### src/rtl/core/wav1d_pkg.sv
// Shared constants, types and codes of the 1D wave stencil unit.
`timescale 1ns / 1ps

package wav1d_pkg;

	// Grid and number formats.
	localparam int LAST_POINT = 1023;
	localparam int ROW_LEN    = LAST_POINT + 1;
	localparam int POINT_W    = 10;
	localparam int SAMPLE_W   = 24;
	localparam int C2_W       = 16;
	localparam int FRAC_W     = 15;

	// Intermediate widths of the stencil arithmetic.
	localparam int LAP_W  = SAMPLE_W + 3;
	localparam int BASE_W = SAMPLE_W + 2;
	localparam int PROD_W = C2_W + 1 + LAP_W;
	localparam int RND_W  = PROD_W - FRAC_W;
	localparam int SUM_W  = RND_W + 1;

	typedef logic signed [SAMPLE_W-1:0] sample_t;
	typedef logic        [POINT_W-1:0]  point_t;
	typedef logic        [C2_W-1:0]     c2_t;
	typedef logic signed [LAP_W-1:0]    lap_t;
	typedef logic signed [BASE_W-1:0]   base_t;
	typedef logic signed [PROD_W-1:0]   prod_t;
	typedef logic signed [RND_W-1:0]    rnd_t;
	typedef logic signed [SUM_W-1:0]    sum_t;

	// Item modes.
	localparam logic MODE_LOAD = 1'b0;
	localparam logic MODE_STEP = 1'b1;

	localparam c2_t     C2_RESET   = 16'd531;
	localparam sample_t SAMPLE_MAX = 24'sh7FFFFF;
	localparam sample_t SAMPLE_MIN = -24'sh800000;
	localparam prod_t   ROUND_HALF = prod_t'(1 << (FRAC_W - 1));

	// One accepted item with its place in the grid.
	typedef struct packed {
		logic    mode;
		sample_t value;
		point_t  point;
		logic    last;
		logic    swap;
	} item_t;

	// Registered read data of one bank: the sample at x and at x+1.
	typedef struct packed {
		sample_t at_x;
		sample_t at_next;
	} bank_rd_t;

	// Write port of one bank.
	typedef struct packed {
		logic    en;
		point_t  addr;
		sample_t data;
	} bank_wr_t;

	// Write-back request from the stencil pipeline.
	typedef struct packed {
		logic    en;
		logic    mode;
		logic    swap;
		point_t  point;
		sample_t data;
	} wb_req_t;

endpackage

### src/rtl/core/wav1d_if.sv


interface wav1d_result_if;
	logic                 valid;
	logic                 ready;
	wav1d_pkg::sample_t   displacement;
	wav1d_pkg::point_t    position;
	logic                 last_of_row;

	modport source (output valid, output displacement, output position, output last_of_row,
		input ready);
	modport sink (input valid, input displacement, input position, input last_of_row,
		output ready);
endinterface


### src/rtl/core/wav1d_stencil.sv
// Stencil pipeline: Laplacian and product, then rounding, sum and saturation, then the result register.
`timescale 1ns / 1ps

module wav1d_stencil (
	input  logic                clk,
	input  logic                arst_n,
	input  logic                take,
	input  wav1d_pkg::item_t    item,
	input  wav1d_pkg::c2_t      courant_sq,
	input  wav1d_pkg::bank_rd_t rd0,
	input  wav1d_pkg::bank_rd_t rd1,
	output logic                in_ready,
	output wav1d_pkg::wb_req_t  wb,
	wav1d_result_if.source      results
);
	import wav1d_pkg::*;

	// Stage 1: the accepted item.
	logic    valid_s1;
	item_t   item_s1;

	// Left neighbour of the point in stage 1, as this row leaves it.
	sample_t left_q;

	// Stage 2: product and base term.
	logic    valid_s2;
	logic    mode_s2;
	logic    swap_s2;
	logic    left_end_s2;
	logic    last_s2;
	point_t  point_s2;
	sample_t value_s2;
	prod_t   prod_s2;
	base_t   base_s2;

	// Result register.
	logic    out_valid_q;
	sample_t disp_q;
	point_t  pos_q;
	logic    last_q;

	logic    adv_out;
	logic    ready_s2;
	logic    ready_s1;
	bank_rd_t cur_rd;
	bank_rd_t old_rd;
	sample_t mid;
	lap_t    lap;
	base_t   base;
	logic signed [C2_W:0] c2_s;
	prod_t   prod;
	prod_t   prod_rnd;
	rnd_t    rnd;
	sum_t    sum;
	sample_t step_val;
	sample_t result;

	// Stall chain: a stage moves on when the stage after it is empty or moving.
	assign adv_out  = !out_valid_q || results.ready;
	assign ready_s2 = !valid_s2 || adv_out;
	assign ready_s1 = !valid_s1 || ready_s2;
	assign in_ready = ready_s1;

	// Bank roles follow the row parity captured with the item.
	assign cur_rd = item_s1.swap ? rd1 : rd0;
	assign old_rd = item_s1.swap ? rd0 : rd1;
	assign mid    = cur_rd.at_x;

	// Laplacian: one-sided reflecting form at the right end.
	always_comb begin
		if (item_s1.last) begin
			lap = (lap_t'(left_q) - lap_t'(mid)) <<< 1;
		end else begin
			lap = lap_t'(cur_rd.at_next) - (lap_t'(mid) <<< 1) + lap_t'(left_q);
		end
	end

	assign base = base_t'(mid) + base_t'(mid) - base_t'(old_rd.at_x);
	assign c2_s = {1'b0, courant_sq};
	assign prod = prod_t'(c2_s) * prod_t'(lap);

	// Stage 1 register.
	always_ff @(posedge clk or negedge arst_n) begin
		if (!arst_n) begin
			valid_s1 <= 1'b0;
		end else if (ready_s1) begin
			valid_s1 <= take;
		end
	end

	always_ff @(posedge clk) begin
		if (take) begin
			item_s1 <= item;
		end
	end

	// Sliding window: the point leaving stage 1 becomes the next left neighbour.
	always_ff @(posedge clk) begin
		if (valid_s1 && ready_s2) begin
			left_q <= (item_s1.mode == MODE_LOAD) ? item_s1.value : mid;
		end
	end

	// Stage 2 register.
	always_ff @(posedge clk or negedge arst_n) begin
		if (!arst_n) begin
			valid_s2 <= 1'b0;
		end else if (ready_s2) begin
			valid_s2 <= valid_s1;
		end
	end

	always_ff @(posedge clk) begin
		if (ready_s2 && valid_s1) begin
			mode_s2     <= item_s1.mode;
			swap_s2     <= item_s1.swap;
			left_end_s2 <= (item_s1.point == '0);
			last_s2     <= item_s1.last;
			point_s2    <= item_s1.point;
			value_s2    <= item_s1.value;
			prod_s2     <= prod;
			base_s2     <= base;
		end
	end

	// Round to nearest with ties upward, add and saturate.
	assign prod_rnd = prod_s2 + ROUND_HALF;
	assign rnd      = $signed(prod_rnd[PROD_W-1:FRAC_W]);
	assign sum      = sum_t'(base_s2) + sum_t'(rnd);

	always_comb begin
		if (sum > sum_t'(SAMPLE_MAX)) begin
			step_val = SAMPLE_MAX;
		end else if (sum < sum_t'(SAMPLE_MIN)) begin
			step_val = SAMPLE_MIN;
		end else begin
			step_val = sample_t'(sum);
		end
	end

	// Loads pass through; a step at the left end is held at zero.
	always_comb begin
		if (mode_s2 == MODE_LOAD) begin
			result = value_s2;
		end else if (left_end_s2) begin
			result = '0;
		end else begin
			result = step_val;
		end
	end

	// Write-back to the banks as the item leaves stage 2.
	assign wb.en    = valid_s2 && adv_out;
	assign wb.mode  = mode_s2;
	assign wb.swap  = swap_s2;
	assign wb.point = point_s2;
	assign wb.data  = result;

	// Result register.
	always_ff @(posedge clk or negedge arst_n) begin
		if (!arst_n) begin
			out_valid_q <= 1'b0;
		end else if (adv_out) begin
			out_valid_q <= valid_s2;
		end
	end

	always_ff @(posedge clk) begin
		if (adv_out && valid_s2) begin
			disp_q <= result;
			pos_q  <= point_s2;
			last_q <= last_s2;
		end
	end

	assign results.valid        = out_valid_q;
	assign results.displacement = disp_q;
	assign results.position     = pos_q;
	assign results.last_of_row  = last_q;

endmodule

### src/flat_wrapper.sv
// flat-port wrapper written by rule: the top's interface ports become plain ports
module wav1d_stencil_flat import wav1d_pkg::*;
  (clk, arst_n, take, item, courant_sq, rd0, rd1, in_ready, wb, results_valid, results_displacement, results_position, results_last_of_row, results_ready);
  wav1d_result_if results_i ();
  input  logic clk;
  input  logic arst_n;
  input  logic take;
  input  wav1d_pkg::item_t item;
  input  wav1d_pkg::c2_t courant_sq;
  input  wav1d_pkg::bank_rd_t rd0;
  input  wav1d_pkg::bank_rd_t rd1;
  output logic in_ready;
  output wav1d_pkg::wb_req_t wb;
  output wire logic [$bits(results_i.valid)-1:0] results_valid;
  output wire logic [$bits(results_i.displacement)-1:0] results_displacement;
  output wire logic [$bits(results_i.position)-1:0] results_position;
  output wire logic [$bits(results_i.last_of_row)-1:0] results_last_of_row;
  input wire logic [$bits(results_i.ready)-1:0] results_ready;
  assign results_valid = results_i.valid;
  assign results_displacement = results_i.displacement;
  assign results_position = results_i.position;
  assign results_last_of_row = results_i.last_of_row;
  assign results_i.ready = results_ready;
  wav1d_stencil u_core (.clk(clk), .arst_n(arst_n), .take(take), .item(item), .courant_sq(courant_sq), .rd0(rd0), .rd1(rd1), .in_ready(in_ready), .wb(wb), .results(results_i));
endmodule
### config.mk
export PLATFORM = sky130hd
export DESIGN_NAME = wav1d_stencil_flat
export DESIGN_NICKNAME = d
export VERILOG_FILES = /design/src/rtl/core/wav1d_pkg.sv /design/src/rtl/core/wav1d_if.sv /design/src/rtl/core/wav1d_stencil.sv /design/src/flat_wrapper.sv
export SDC_FILE = /design/constraint.sdc
export NUM_CORES = 2
export LEC_CHECK = 0
export BUFFER_PORTS_ARGS = -buffer_cell sky130_fd_sc_hd__buf_2
export CAP_MARGIN = 15
export CORE_ASPECT_RATIO = 1.1
export CORE_MARGIN = 4
export CORE_UTILIZATION = 60
export DETAILED_ROUTE_END_ITERATION = 8
export PLACE_DENSITY = 0.77
export SYNTH_ARGS = -nofsm -noshare
export SYNTH_HDL_FRONTEND = slang
export SYNTH_SLANG_ARGS = --single-unit
### constraint.sdc
create_clock -name clk -period 11.67 [get_ports clk]
set_input_delay 0.5835 -clock clk [delete_from_list [all_inputs] [get_ports clk]]
set_output_delay 0.5835 -clock clk [all_outputs]
set_load 0.05 [all_outputs]
==> run summary <==
Max Root-Sink Buffers - 2
starting density of the core - 0.613
Worst slew margin - 0.286
Post-DP HPWL - 59.8 mm
Layout Nets - 4,007
worst skew pair latency - 470 ps
asr flop ratio synth - 0.0155
Synth Cell Area - 28,800 um^2
Clock Root Buffer - clkbuf_16
setup violators final - 0
Main synth FF type - edfxtp_1
top-count cell post-synth - inv_1
largest net degree at the start of global routing - 80
Worst EP required - 11,890 ps
Seq cells post-synth - 193
Setup Skew - 7.94 ps
Setup CP Type - reg -> reg
H-tree levels - 4
synth cell count leaders - inv_1, fa_1, nand2_1, ha_1, and2_1
CORE AREA - 47,000 um^2
total die area - 51,600 um^2
Yosys top cell area share - 0.308
drt wl/cell - 19.7 um
max incr delay on CP - 610 ps
worst-path maximum fanout - 35
post-DR vias/cell - 5.83
Port Buffers - 226
via count - 22.4k
min cycle time layout - 11,070 ps
Setup crit start kind - register
HP Class - in -> reg
CTS tree - yes
worst slew pin tran - 1070 ps
Layout area overhead - 8.44%
Max Clk Rate - 90.3 MHz
ratio of cells with drive above 1 in the final layout - 0.100
RSZ-0062 raised after global routing - no
total grt overflow - 0
Yosys top cell by area - fa_1
final hold violations - 0
DRC Markers - 0
fin. max-slew vios - 0
Yosys cell types - 72
clock sinks - 193
setup TNS - 0 ps
IO Pins - 227
routed wire length - 76.0 mm
first-pass GRT wire length - 123 mm
Syn Nets - 3,830
most used cell, CP - fa_1
Setup crit end kind - register
slowest cell on the critical path - edfxtp_1
RD Place Congestion - 0.952
Yosys warnings - 0
Detailed Route Iter0 Violations - 1,553
fin crit share - 0.949
max-cap viol count - 0
Worst EP arrival - 11,290 ps
largest cells by area after synthesis - fa_1, edfxtp_1, ha_1
post-route ant nets - 0
Worst-path clk slew - 80 ps
drt pass-1 iters - 6
FILL cells - 3,646
status - complete, no violations
Synth Instances - 3,024
Rows - 83
die height - 238 um
Post-Syn Area per Cell - 9.53 um^2
initial antenna violation count - 2
Seq/Total Area, Yosys - 0.201
die width - 217 um
vias in the first global route - 24.2k
Post-synth EDFFs - 190
Num CTS Buffers - 17
post-CTS resize count - 0
GRT Util Overall - 0.298
per-stage QoR:
step,hold slack (ps),util,std cells,area (um^2),worst slack (ps)
3_3_place_gp,378,0.651,3818,30600,897
6_report,288,0.664,3852,31300,597
4_1_cts,277,0.664,3851,31300,662
2_1_floorplan,288,-,3024,28800,1730
3_5_place_dp,382,0.651,3818,30600,686
5_1_grt,274,0.664,3851,31300,115
state kept, by name (all words and copies together) (netlist names), 10 cells and up:
| signal | count |
|---|---|
| u_core.base_s2 | 26 |
| u_core.item_s1 | 37 |
| u_core.left_q | 24 |
| u_core.point_s2 | 10 |
| u_core.prod_s2 | 30 |
| u_core.results.displacement | 24 |
| u_core.results.position | 10 |
| u_core.value_s2 | 24 |
area by class of cell:
type / count / area (um^2) / share of cell area
multi-input combinational: 2069 / 20200 / 0.645
sequential: 193 / 5780 / 0.185
inverter: 656 / 2460 / 0.0788
timing repair buffer: 264 / 1420 / 0.0454
tap: 637 / 797 / 0.0255
clock buffer: 17 / 425 / 0.0136
clock inverter: 15 / 198 / 0.00633
antenna: 1 / 2.50 / 0.0000801
what timing repair did:
item	4_1_cts	5_1_grt
endpoints found under the hold margin	3	0
hold buffers	1	0
setup endpoints to repair	0	0
setup buffers	0	0
worst max-delay path: cells and delay by family, from the launching register on:
family | cells | cell delay, ps
XOR/XNOR | 1 | 80
buffers and inverters | 8 | 1700
AND/OR/NAND/NOR | 2 | 650
multiplexers | 2 | 680
AO/OA/AOI/OAI | 12 | 2900
flip-flops | 1 | 610
adder cells (fa/ha/maj) | 9 | 4140
routing by layer:
metal,part of all wire,up-vias,track usage
li1,-,9941,-
met5,0.00014,-,0
met4,0.029,2,0.0923
met1,0.38,11200,0.377
met2,0.50,1087,0.526
met3,0.085,182,0.0531
logic make-up (layout without fill, tap and decap cells):
group	count (synthesis)	count (layout)	share of synthesized area
other	0	1	0
muxes	79	79	0.0277
buffers and inverters	762	952	0.0999
xor gates and xnor gates	146	146	0.0444
DFF	193	193	0.201
AOI/OAI and AO/OA	420	420	0.0969
adders and majority gates	653	653	0.399
and+or+nand+nor	771	771	0.131
worst paths after layout:
check                                            start                                to  slack [ps]  cells after the start
max                        u_core.item_s1[0]$_DFFE_PP_      u_core.prod_s2[43]$_DFFE_PP_         600                     34
min                                           item[14]      u_core.item_s1[14]$_DFFE_PP_         290                      1
max reg2reg                u_core.item_s1[0]$_DFFE_PP_      u_core.prod_s2[43]$_DFFE_PP_         600                     34
min reg2reg                u_core.item_s1[3]$_DFFE_PP_      u_core.point_s2[1]$_DFFE_PP_         440                      0
max in group asynchronous                       arst_n       u_core.valid_s2$_DFFE_PN0P_       11140                      2
min in group asynchronous                       arst_n  u_core.results.valid$_DFFE_PN0P_         430                      2
layout by cell type, fill, tap and decap left out, types with 15 or more instances in the layout:
cell type,n
clkbuf_16,17
buf_2,226
nand2_1,313
mux2i_1,76
nor2b_1,18
o21a_1,16
nor3_1,18
and2_1,197
buf_4,37
edfxtp_1,190
inv_1,656
a21oi_1,142
nand3_1,32
and3_1,24
ha_1,209
a21o_1,48
nand2b_1,29
xnor2_1,88
o221ai_1,23
xor2_1,58
fa_1,444
a21boi_0,15
nor2_1,96
o21ai_0,68
Power is not shown: default switching activity piles up to over one toggle a cycle in this logic, so the estimate is an artifact.
